$ cat src/design/espi_pkg.sv
// Shared types, constants and codes of the encoder speed controller.
package espi_pkg;

	localparam int COUNTS_PER_REV_DEF = 420;
	localparam int SAMPLE_RATE_HZ_DEF = 10;
	localparam int COUNT_WIDTH_DEF    = 16;

	localparam int ANGLE_W    = 26;
	localparam int SPEED_W    = 17;
	localparam int DUTY_W     = 31;
	localparam int GAIN_W     = 24;
	localparam int TARGET_W   = 6;
	localparam int CFG_IDX_W  = 2;
	localparam int CFG_DATA_W = 24;
	localparam int NUM_STAGES = 7;

	localparam int SECONDS_PER_MIN = 60;

	localparam logic signed [ANGLE_W-1:0] ANGLE_STEP  = 26'sd56171;
	localparam logic signed [ANGLE_W-1:0] ANGLE_LIMIT = 26'sd23592960;
	localparam logic [DUTY_W-1:0]         DUTY_MAX    = 31'd1677721600;
	localparam logic [DUTY_W-1:0]         DUTY_RESET  = 31'd838860800;
	localparam logic [SPEED_W-1:0]        SPEED_MAX   = '1;
	localparam logic [GAIN_W-1:0]         PROP_GAIN_RESET  = 24'd134218;
	localparam logic [GAIN_W-1:0]         INTEG_GAIN_RESET = 24'd168;

	typedef enum logic {
		OP_EDGE = 1'b0,
		OP_TICK = 1'b1
	} opcode_t;

	typedef enum logic [CFG_IDX_W-1:0] {
		REG_TARGET_RPM  = 2'd0,
		REG_REVERSE_DIR = 2'd1,
		REG_PROP_GAIN   = 2'd2,
		REG_INTEG_GAIN  = 2'd3
	} cfg_reg_t;

	typedef struct packed {
		logic [TARGET_W-1:0] target_rpm;
		logic                reverse_direction;
		logic [GAIN_W-1:0]   prop_gain;
		logic [GAIN_W-1:0]   integral_gain;
	} cfg_t;

	// Part of a beat that rides along the pipeline unchanged after the front stage.
	typedef struct packed {
		opcode_t                   op;
		logic signed [ANGLE_W-1:0] angle;
		logic                      turning_reverse;
	} item_t;

	// ld[k]: stage k register loads this cycle; vld[k]: stage k holds a beat.
	typedef struct packed {
		logic [NUM_STAGES:1] ld;
		logic [NUM_STAGES:1] vld;
	} pipe_ctrl_t;

endpackage

$ cat src/design/espi_encoder_front.sv
// Encoder front stage: angle tracking, direction and pulse counting.
module espi_encoder_front
	import espi_pkg::*;
#(
	parameter int COUNT_WIDTH = COUNT_WIDTH_DEF
) (
	input  logic                   clk,
	input  logic                   arst_n,
	input  pipe_ctrl_t             ctrl,
	input  opcode_t                op_s1,
	input  logic                   chb_s1,
	output item_t                  item_s2,
	output logic [COUNT_WIDTH-1:0] count_s2
);

	logic signed [ANGLE_W-1:0] angle_q;
	logic                      dir_q;
	logic [COUNT_WIDTH-1:0]    count_q;

	logic signed [ANGLE_W:0]   angle_sum;
	logic signed [ANGLE_W:0]   limit_ext;
	logic signed [ANGLE_W-1:0] angle_nxt;
	logic                      dir_nxt;
	logic [COUNT_WIDTH-1:0]    count_nxt;
	logic                      upd;

	assign upd = ctrl.ld[2] && ctrl.vld[1];

	always_comb begin
		limit_ext = (ANGLE_W+1)'(ANGLE_LIMIT);
		if (chb_s1) begin
			angle_sum = (ANGLE_W+1)'(angle_q) + (ANGLE_W+1)'(ANGLE_STEP);
		end else begin
			angle_sum = (ANGLE_W+1)'(angle_q) - (ANGLE_W+1)'(ANGLE_STEP);
		end
		angle_nxt = angle_q;
		dir_nxt   = dir_q;
		count_nxt = '0;
		if (op_s1 == OP_EDGE) begin
			// A full turn either way brings the angle back to zero.
			if ((angle_sum >= limit_ext) || (angle_sum <= -limit_ext)) begin
				angle_nxt = '0;
			end else begin
				angle_nxt = ANGLE_W'(angle_sum);
			end
			dir_nxt   = !chb_s1;
			count_nxt = (count_q == '1) ? count_q : count_q + 1'b1;
		end
	end

	always_ff @(posedge clk or negedge arst_n) begin
		if (!arst_n) begin
			angle_q <= '0;
			dir_q   <= 1'b0;
			count_q <= '0;
		end else if (upd) begin
			angle_q <= angle_nxt;
			dir_q   <= dir_nxt;
			count_q <= count_nxt;
		end
	end

	always_ff @(posedge clk) begin
		if (ctrl.ld[2]) begin
			item_s2.op              <= op_s1;
			item_s2.angle           <= angle_nxt;
			item_s2.turning_reverse <= dir_nxt;
			count_s2                <= count_q;
		end
	end

endmodule

$ cat src/design/espi_speed_calc.sv
// Pulse count to rpm conversion: scale, reciprocal multiply and saturation.
module espi_speed_calc
	import espi_pkg::*;
#(
	parameter int COUNTS_PER_REV = COUNTS_PER_REV_DEF,
	parameter int SAMPLE_RATE_HZ = SAMPLE_RATE_HZ_DEF,
	parameter int COUNT_WIDTH    = COUNT_WIDTH_DEF
) (
	input  logic                   clk,
	input  pipe_ctrl_t             ctrl,
	input  item_t                  item_s2,
	input  logic [COUNT_WIDTH-1:0] count_s2,
	output item_t                  item_s5,
	output logic [SPEED_W-1:0]     rpm_s5
);

	localparam int RPM_SCALE = SECONDS_PER_MIN * SAMPLE_RATE_HZ;
	localparam int SCALE_W   = $clog2(RPM_SCALE + 1);
	localparam int PROD_W    = COUNT_WIDTH + SCALE_W;
	localparam int DIV_L     = $clog2(COUNTS_PER_REV);
	// Below saturation the scaled count stays under 2^SPEED_W * COUNTS_PER_REV.
	localparam int XL_W      = SPEED_W + DIV_L;
	localparam int RECIP_W   = SPEED_W + 1 + DIV_L;
	localparam int SHIFT     = SPEED_W + 2 * DIV_L;
	localparam int SPLIT     = SPEED_W;
	localparam int HI_W      = RECIP_W - SPLIT;
	localparam int FULL_W    = XL_W + RECIP_W;
	localparam logic [63:0] RECIP =
		((64'd1 << SHIFT) + 64'(COUNTS_PER_REV) - 64'd1) / 64'(COUNTS_PER_REV);
	localparam logic [63:0] SAT_LIM = 64'(COUNTS_PER_REV) << SPEED_W;
	localparam logic [SPLIT-1:0] RECIP_LO = RECIP[SPLIT-1:0];
	localparam logic [HI_W-1:0]  RECIP_HI = RECIP[RECIP_W-1:SPLIT];

	item_t                     item_s3;
	item_t                     item_s4;
	logic [PROD_W-1:0]         x_s3;
	logic                      sat_s4;
	logic [XL_W+SPLIT-1:0]     plo_s4;
	logic [XL_W+HI_W-1:0]      phi_s4;
	logic [XL_W-1:0]           x_low;
	logic [FULL_W-1:0]         full;
	logic [FULL_W-1:0]         quot;

	assign x_low = XL_W'(x_s3);

	always_comb begin
		full = (FULL_W'(phi_s4) << SPLIT) + FULL_W'(plo_s4);
		quot = full >> SHIFT;
	end

	always_ff @(posedge clk) begin
		if (ctrl.ld[3]) begin
			item_s3 <= item_s2;
			x_s3    <= PROD_W'(count_s2) * PROD_W'(RPM_SCALE);
		end
		if (ctrl.ld[4]) begin
			item_s4 <= item_s3;
			sat_s4  <= 64'(x_s3) >= SAT_LIM;
			plo_s4  <= (XL_W+SPLIT)'(x_low) * (XL_W+SPLIT)'(RECIP_LO);
			phi_s4  <= (XL_W+HI_W)'(x_low) * (XL_W+HI_W)'(RECIP_HI);
		end
		if (ctrl.ld[5]) begin
			item_s5 <= item_s4;
			rpm_s5  <= sat_s4 ? SPEED_MAX : SPEED_W'(quot);
		end
	end

endmodule

$ cat src/design/espi_duty_ctrl.sv
// Speed error, duty step, clamp and the result register with speed and duty state.
module espi_duty_ctrl
	import espi_pkg::*;
(
	input  logic                      clk,
	input  logic                      arst_n,
	input  pipe_ctrl_t                ctrl,
	input  cfg_t                      cfg,
	input  item_t                     item_s5,
	input  logic [SPEED_W-1:0]        rpm_s5,
	output logic signed [ANGLE_W-1:0] angle,
	output logic [SPEED_W-1:0]        speed_rpm,
	output logic [DUTY_W-1:0]         duty,
	output logic                      turning_reverse
);

	localparam int ERR_W  = SPEED_W + 1;
	localparam int GSW    = GAIN_W + 2;
	localparam int STEP_W = GSW + ERR_W;
	localparam int SUM_W  = STEP_W + 1;

	item_t                    item_s6;
	logic [SPEED_W-1:0]       rpm_s6;
	logic signed [STEP_W-1:0] step_s6;

	logic signed [ERR_W-1:0]  rpm_ext;
	logic signed [ERR_W-1:0]  tgt_ext;
	logic signed [ERR_W-1:0]  err;
	logic signed [GSW-1:0]    gain;
	logic signed [SUM_W-1:0]  sum;
	logic signed [SUM_W-1:0]  max_ext;
	logic [DUTY_W-1:0]        duty_nxt;

	always_comb begin
		rpm_ext = signed'({1'b0, rpm_s5});
		tgt_ext = signed'(ERR_W'(cfg.target_rpm));
		// Error sign follows the wanted direction.
		if (cfg.reverse_direction) begin
			err = tgt_ext - rpm_ext;
		end else begin
			err = rpm_ext - tgt_ext;
		end
		gain = signed'(GSW'(cfg.prop_gain) + GSW'(cfg.integral_gain));
	end

	always_comb begin
		max_ext = signed'(SUM_W'(DUTY_MAX));
		sum     = signed'(SUM_W'(duty)) + SUM_W'(step_s6);
		if (sum > max_ext) begin
			duty_nxt = DUTY_MAX;
		end else if (sum < 0) begin
			duty_nxt = '0;
		end else begin
			duty_nxt = DUTY_W'(sum);
		end
	end

	always_ff @(posedge clk) begin
		if (ctrl.ld[6]) begin
			item_s6 <= item_s5;
			rpm_s6  <= rpm_s5;
			step_s6 <= STEP_W'(gain) * STEP_W'(err);
		end
		if (ctrl.ld[7]) begin
			angle           <= item_s6.angle;
			turning_reverse <= item_s6.turning_reverse;
		end
	end

	always_ff @(posedge clk or negedge arst_n) begin
		if (!arst_n) begin
			speed_rpm <= '0;
			duty      <= DUTY_RESET;
		end else if (ctrl.ld[7] && ctrl.vld[6] && (item_s6.op == OP_TICK)) begin
			speed_rpm <= rpm_s6;
			duty      <= duty_nxt;
		end
	end

endmodule

$ cat src/design/encoder_speed_pi_motor_control_core.sv
// Top level of the encoder speed measurement and incremental PI speed controller.
//
// Channel   Direction  Handshake            Payload
// input     in         in_valid/in_ready    opcode, channel_b_level
// result    out        out_valid/out_ready  angle, speed_rpm, duty, turning_reverse
// config    in         cfg_wr_en            cfg_index, cfg_wdata
//
// The block takes one beat per cycle while in_ready is high and gives one result beat
// per input beat. A result passes through seven register stages; the scaled count feeds
// a split reciprocal multiply and then the gain multiply.
// Reset clears the angle, pulse count, speed and direction, sets the duty to 50 percent
// and loads the default gains. No clearing pass is needed.
// Each stage moves on when it is empty or the stage after it moves, so bubbles close up
// and in_ready only drops while every stage is full and the result beat is held.
module encoder_speed_pi_motor_control_core
	import espi_pkg::*;
#(
	parameter int COUNTS_PER_REV = COUNTS_PER_REV_DEF,
	parameter int SAMPLE_RATE_HZ = SAMPLE_RATE_HZ_DEF,
	parameter int COUNT_WIDTH    = COUNT_WIDTH_DEF
) (
	input  logic                      clk,
	input  logic                      arst_n,
	input  logic                      in_valid,
	output logic                      in_ready,
	input  logic                      opcode,
	input  logic                      channel_b_level,
	output logic                      out_valid,
	input  logic                      out_ready,
	output logic signed [ANGLE_W-1:0] angle,
	output logic [SPEED_W-1:0]        speed_rpm,
	output logic [DUTY_W-1:0]         duty,
	output logic                      turning_reverse,
	input  logic                      cfg_wr_en,
	input  logic [CFG_IDX_W-1:0]      cfg_index,
	input  logic [CFG_DATA_W-1:0]     cfg_wdata
);

	cfg_t                   cfg_q;
	logic [NUM_STAGES:1]    vld_q;
	logic [NUM_STAGES+1:1]  adv;
	pipe_ctrl_t             ctrl;

	opcode_t                op_s1;
	logic                   chb_s1;
	item_t                  item_s2;
	logic [COUNT_WIDTH-1:0] count_s2;
	item_t                  item_s5;
	logic [SPEED_W-1:0]     rpm_s5;

	// Config registers. The user makes writes only while the block is idle; unchecked.
	always_ff @(posedge clk or negedge arst_n) begin
		if (!arst_n) begin
			cfg_q.target_rpm        <= '0;
			cfg_q.reverse_direction <= 1'b0;
			cfg_q.prop_gain         <= PROP_GAIN_RESET;
			cfg_q.integral_gain     <= INTEG_GAIN_RESET;
		end else if (cfg_wr_en) begin
			case (cfg_reg_t'(cfg_index))
				REG_TARGET_RPM:  cfg_q.target_rpm        <= TARGET_W'(cfg_wdata);
				REG_REVERSE_DIR: cfg_q.reverse_direction <= cfg_wdata[0];
				REG_PROP_GAIN:   cfg_q.prop_gain         <= GAIN_W'(cfg_wdata);
				REG_INTEG_GAIN:  cfg_q.integral_gain     <= GAIN_W'(cfg_wdata);
				default: ;
			endcase
		end
	end

	// Advance chain, from the result register back to the input register.
	always_comb begin
		adv[NUM_STAGES+1] = out_ready;
		for (int k = NUM_STAGES; k >= 1; k--) begin
			adv[k] = !vld_q[k] || adv[k+1];
		end
		ctrl.ld  = adv[NUM_STAGES:1];
		ctrl.vld = vld_q;
	end

	assign in_ready  = adv[1];
	assign out_valid = vld_q[NUM_STAGES];

	always_ff @(posedge clk or negedge arst_n) begin
		if (!arst_n) begin
			vld_q <= '0;
		end else begin
			if (adv[1]) begin
				vld_q[1] <= in_valid;
			end
			for (int k = 2; k <= NUM_STAGES; k++) begin
				if (adv[k]) begin
					vld_q[k] <= vld_q[k-1];
				end
			end
		end
	end

	// Input register.
	always_ff @(posedge clk) begin
		if (adv[1]) begin
			op_s1  <= opcode_t'(opcode);
			chb_s1 <= channel_b_level;
		end
	end

	espi_encoder_front #(
		.COUNT_WIDTH (COUNT_WIDTH)
	) u_front (
		.clk      (clk),
		.arst_n   (arst_n),
		.ctrl     (ctrl),
		.op_s1    (op_s1),
		.chb_s1   (chb_s1),
		.item_s2  (item_s2),
		.count_s2 (count_s2)
	);

	espi_speed_calc #(
		.COUNTS_PER_REV (COUNTS_PER_REV),
		.SAMPLE_RATE_HZ (SAMPLE_RATE_HZ),
		.COUNT_WIDTH    (COUNT_WIDTH)
	) u_speed (
		.clk      (clk),
		.ctrl     (ctrl),
		.item_s2  (item_s2),
		.count_s2 (count_s2),
		.item_s5  (item_s5),
		.rpm_s5   (rpm_s5)
	);

	espi_duty_ctrl u_duty (
		.clk             (clk),
		.arst_n          (arst_n),
		.ctrl            (ctrl),
		.cfg             (cfg_q),
		.item_s5         (item_s5),
		.rpm_s5          (rpm_s5),
		.angle           (angle),
		.speed_rpm       (speed_rpm),
		.duty            (duty),
		.turning_reverse (turning_reverse)
	);

endmodule

$ cat config.mk
export PLATFORM = sky130hd
export DESIGN_NAME = encoder_speed_pi_motor_control_core
export DESIGN_NICKNAME = d
export VERILOG_FILES = /design/src/design/espi_pkg.sv /design/src/design/espi_encoder_front.sv /design/src/design/espi_speed_calc.sv /design/src/design/espi_duty_ctrl.sv /design/src/design/encoder_speed_pi_motor_control_core.sv
export SDC_FILE = /design/constraint.sdc
export NUM_CORES = 2
export LEC_CHECK = 0
export BUFFER_PORTS_ARGS = -buffer_cell sky130_fd_sc_hd__buf_2
export CAP_MARGIN = 20
export CELL_PAD_IN_SITES_DETAIL_PLACEMENT = 0
export CELL_PAD_IN_SITES_GLOBAL_PLACEMENT = 1
export CORE_ASPECT_RATIO = 1.2
export CORE_UTILIZATION = 50
export DETAILED_ROUTE_END_ITERATION = 12
export PLACE_DENSITY = 0.86
export SLEW_MARGIN = 20
export SYNTH_ARGS = -nofsm -noshare
export SYNTH_HDL_FRONTEND = slang
export SYNTH_HIERARCHICAL = 1
export SYNTH_SLANG_ARGS = --single-unit
$ cat constraint.sdc
create_clock -name clk -period 9.72 [get_ports clk]
set_input_delay 0 -clock clk [delete_from_list [all_inputs] [get_ports clk]]
set_output_delay 0 -clock clk [all_outputs]
set_load 0.03 [all_outputs]
==> metrics.csv <==
stage;metric;value;unit
critical_path;Critical Path Sink Type;flop;
yosys;yosys warns;6;
layout;FF/Latch Area;13800;um^2
global_routing;pin count of the biggest net entering global routing;85;
yosys;syn avg cell area;10.2;um^2
sta;fin crit share;95.0;%
floorplanning;Ports;110;
critical_path;Critical Path RT;10.09;ns
drt;DRT Wirelength;110;mm
sta;Worst-Margin Slew;1.17;ns
layout;multi-input combinational cell area;28900;um^2
sta;Fin. Hold Viols;0;
yosys;top cell type's share of synthesized area;21.7;%
global_routing;first-pass GRT wire length;178;mm
drt;antenna viol nets, final;0;
sta;Slew Limit Fails;0;
placement;DP HPWL;86.8;mm
job;max cap viols;0;
yosys;Post-synth top cells;757 x inv_1, 533 x nand2_1, 483 x ha_1;
sta;Slew HR;21.7;%
drt;Pre-Repair DR Iteration Count;5;
sta;fmax;108;MHz
global_routing;global route overflow;0;
critical_path;Worst path max stage delay;0.54;ns
layout;# nets final;5616;
drt;Initial DRC Count;1774;
sta;Final Setup Violations;0;
yosys;post-synth cell types;110;
cts;worst-skew pair later-pin latency;0.65;ns
floorplanning;cell row count;121;
global_routing;initial antenna violation count;0;
critical_path;CP Class;flop to flop;
cts;Root Driver;clkbuf_16;
sta;RSZ-0062 raised after global routing;no;
yosys;syn_nets;5484;
sta;Final min period;9.24;ns
sta;worst-case clock skew;0.0562;ns
sta;TNS Setup;0;ns
floorplanning;die extent in y;334;um
run_status;outcome;finished, final reports clean;
cts;CTS buffer count;51;
critical_path;CP Launch Type;flop;
cts;CTS tree;done;
layout;layout cells sized above 1;9.19;%
cts;CTS max path bufs;3;
placement;Routability Congestion;0.919;
placement;DP Cell Count;5706;
drt;WL/cell;18.9;um
layout;Cell Count, Final, Fillers Out;5837;
floorplanning;Die X;279;um
yosys;Synth area leaders;edfxtp_1 22%, fa_1 21%, ha_1 13%;
layout;final core area utilization;55.4;%
critical_path;crit-path max FO;9;
drt;routed vias;32477;
global_routing;vias in the first global route;33928;
floorplanning;Starting Density;50.5;%
global_routing;GRT Total Usage;24.1;%
critical_path;Slowest-stage cell, CP;fa_1;
yosys;Synth Instances;4494;
yosys;Post-synth ARST share;31.5;%
yosys;Synth area leader;edfxtp_1;
cts;H-tree lvl count;2;
drt;DRC Markers;0;
yosys;count leader, synth;inv_1;
yosys;mapped cell area;45900;um^2
yosys;sequential share of the synthesized area;30.1;%
placement;PortBufs;109;
yosys;Post-synth top flop;edfxtp_1;
yosys;post-synthesis register bit count;485;
cts;clk sinks;485;
layout;filler cell count;7910;
critical_path;worst path arrival time;9.61;ns
layout;Area growth syn-to-layout;9.53;%
floorplanning;Core Footprint;90800;um^2
hold_path;Min-Delay Path Class;input pin to asynchronous set/reset pin;
drt;vias per cell;5.56;
yosys;number of enable flip-flop cells after synthesis;332;
floorplanning;die footprint;93100;um^2
cts;CTS clk-pin slew, worst paths;0.06;ns
==> through the flow <==
step,setup WS [ns],hold slack [ns],area (um^2)
final,0.484,0.0303,50300
after global routing,0.0207,0.0608,50300
after CTS,0.266,0.0355,50200
after detailed placement,0.302,0.161,48000
after global placement,0.455,0.152,48000
after floorplan,0.867,-0.296,45900
==> flip-flops by register name, indices dropped and copies added (netlist names), 17 cells and up <==
signal,cells
cfg_q,55
u_duty/step_s6,44
u_duty/duty,31
u_duty/item_s6,28
u_front/item_s2,28
u_speed/item_s3,28
u_speed/item_s4,28
u_speed/item_s5,28
u_speed/phi_s4,27
u_duty/angle,26
u_front/angle_q,26
u_speed/x_low,23
u_speed/plo_s4,18
u_duty/rpm_s6,17
u_duty/speed_rpm,17
u_speed/rpm_s5,17
==> final cells by class <==
| cell class | count | area share (%) |
|---|---|---|
| clock inverter | 28 | 0.851 |
| antenna | 1 | 0.00498 |
| clock buffer | 67 | 2.86 |
| sequential | 485 | 27.5 |
| timing repair buffer | 205 | 2.75 |
| inverter | 757 | 5.65 |
| multi-input combinational | 3126 | 57.5 |
| tap | 1168 | 2.91 |
==> layer usage <==
layer | part of all wire (%) | GRT usage (%)
met1 | 38 | 27.0
met2 | 54 | 45.8
met3 | 3.4 | 2.31
met4 | 4.8 | 11.0
met5 | 0 | 0
==> kinds of logic after synthesis <==
family          count (synthesis)  synth area share (%)
flops                         485                  30.1
fa+ha+maj                     957                  33.8
compound gates                754                  11.5
xor+xnor                      196                  3.74
mux                            64                  1.55
simple gates                 1155                  12.0
buf+inv                       883                  7.36
==> cells in the final DEF (no fill, tap or decap), drive strengths merged, types with 15 or more instances in the layout <==
| cell type | instances |
|---|---|
| buf | 171 |
| edfxtp | 332 |
| a31oi | 31 |
| o211ai | 20 |
| dfrtp | 141 |
| and2 | 99 |
| dlygate4sd3 | 34 |
| a21o | 101 |
| nor3 | 41 |
| clkbuf | 67 |
| a32o | 24 |
| nor2 | 167 |
| nand2b | 55 |
| inv | 763 |
| nand3 | 56 |
| a21boi | 15 |
| nor3b | 17 |
| o21ai | 132 |
| nor2b | 34 |
| mux2 | 58 |
| nand4 | 39 |
| ha | 483 |
| or3 | 15 |
| o21a | 24 |
| xnor2 | 115 |
| fa | 474 |
| a21oi | 192 |
| a211oi | 23 |
| nand2 | 534 |
| o21bai | 20 |
| xor2 | 81 |
| o31ai | 57 |
| and3 | 45 |
==> path summary, 6_finish.rpt <==
check | startpoint | end | slack, ns | cells after the start
hold / removal | arst_n | u_front/angle_q[16] | 0.03 | 2
setup reg to reg | u_speed/rpm_s5[0] | u_duty/step_s6[36] | 0.48 | 37
min in group clk | channel_b_level | chb_s1 | 0.08 | 2
hold reg to reg | u_speed/item_s5[1] | u_duty/item_s6[1] | 0.38 | 0
max in group asynchronous | arst_n | cfg_q[0] | 8.17 | 3
setup / recovery | u_speed/rpm_s5[0] | u_duty/step_s6[36] | 0.48 | 37
==> worst max-delay path: cells and delay by family, from the launching register on <==
kind,cells,cell delay (ns)
fa+ha+maj,9,3.92
simple gates,4,0.51
flops,1,0.42
buf+inv,9,0.83
xor+xnor,2,0.50
compound gates,13,2.77
==> what timing repair did <==
item | in CTS | in global routing
endpoints found under the hold margin | 144 | 0
resized for setup | 0 | 10
hold buffers | 34 | 0
setup endpoints to repair | 0 | 7
setup buffers | 0 | 1
Power is not shown: default switching activity piles up to over one toggle a cycle in this logic, so the estimate is an artifact.
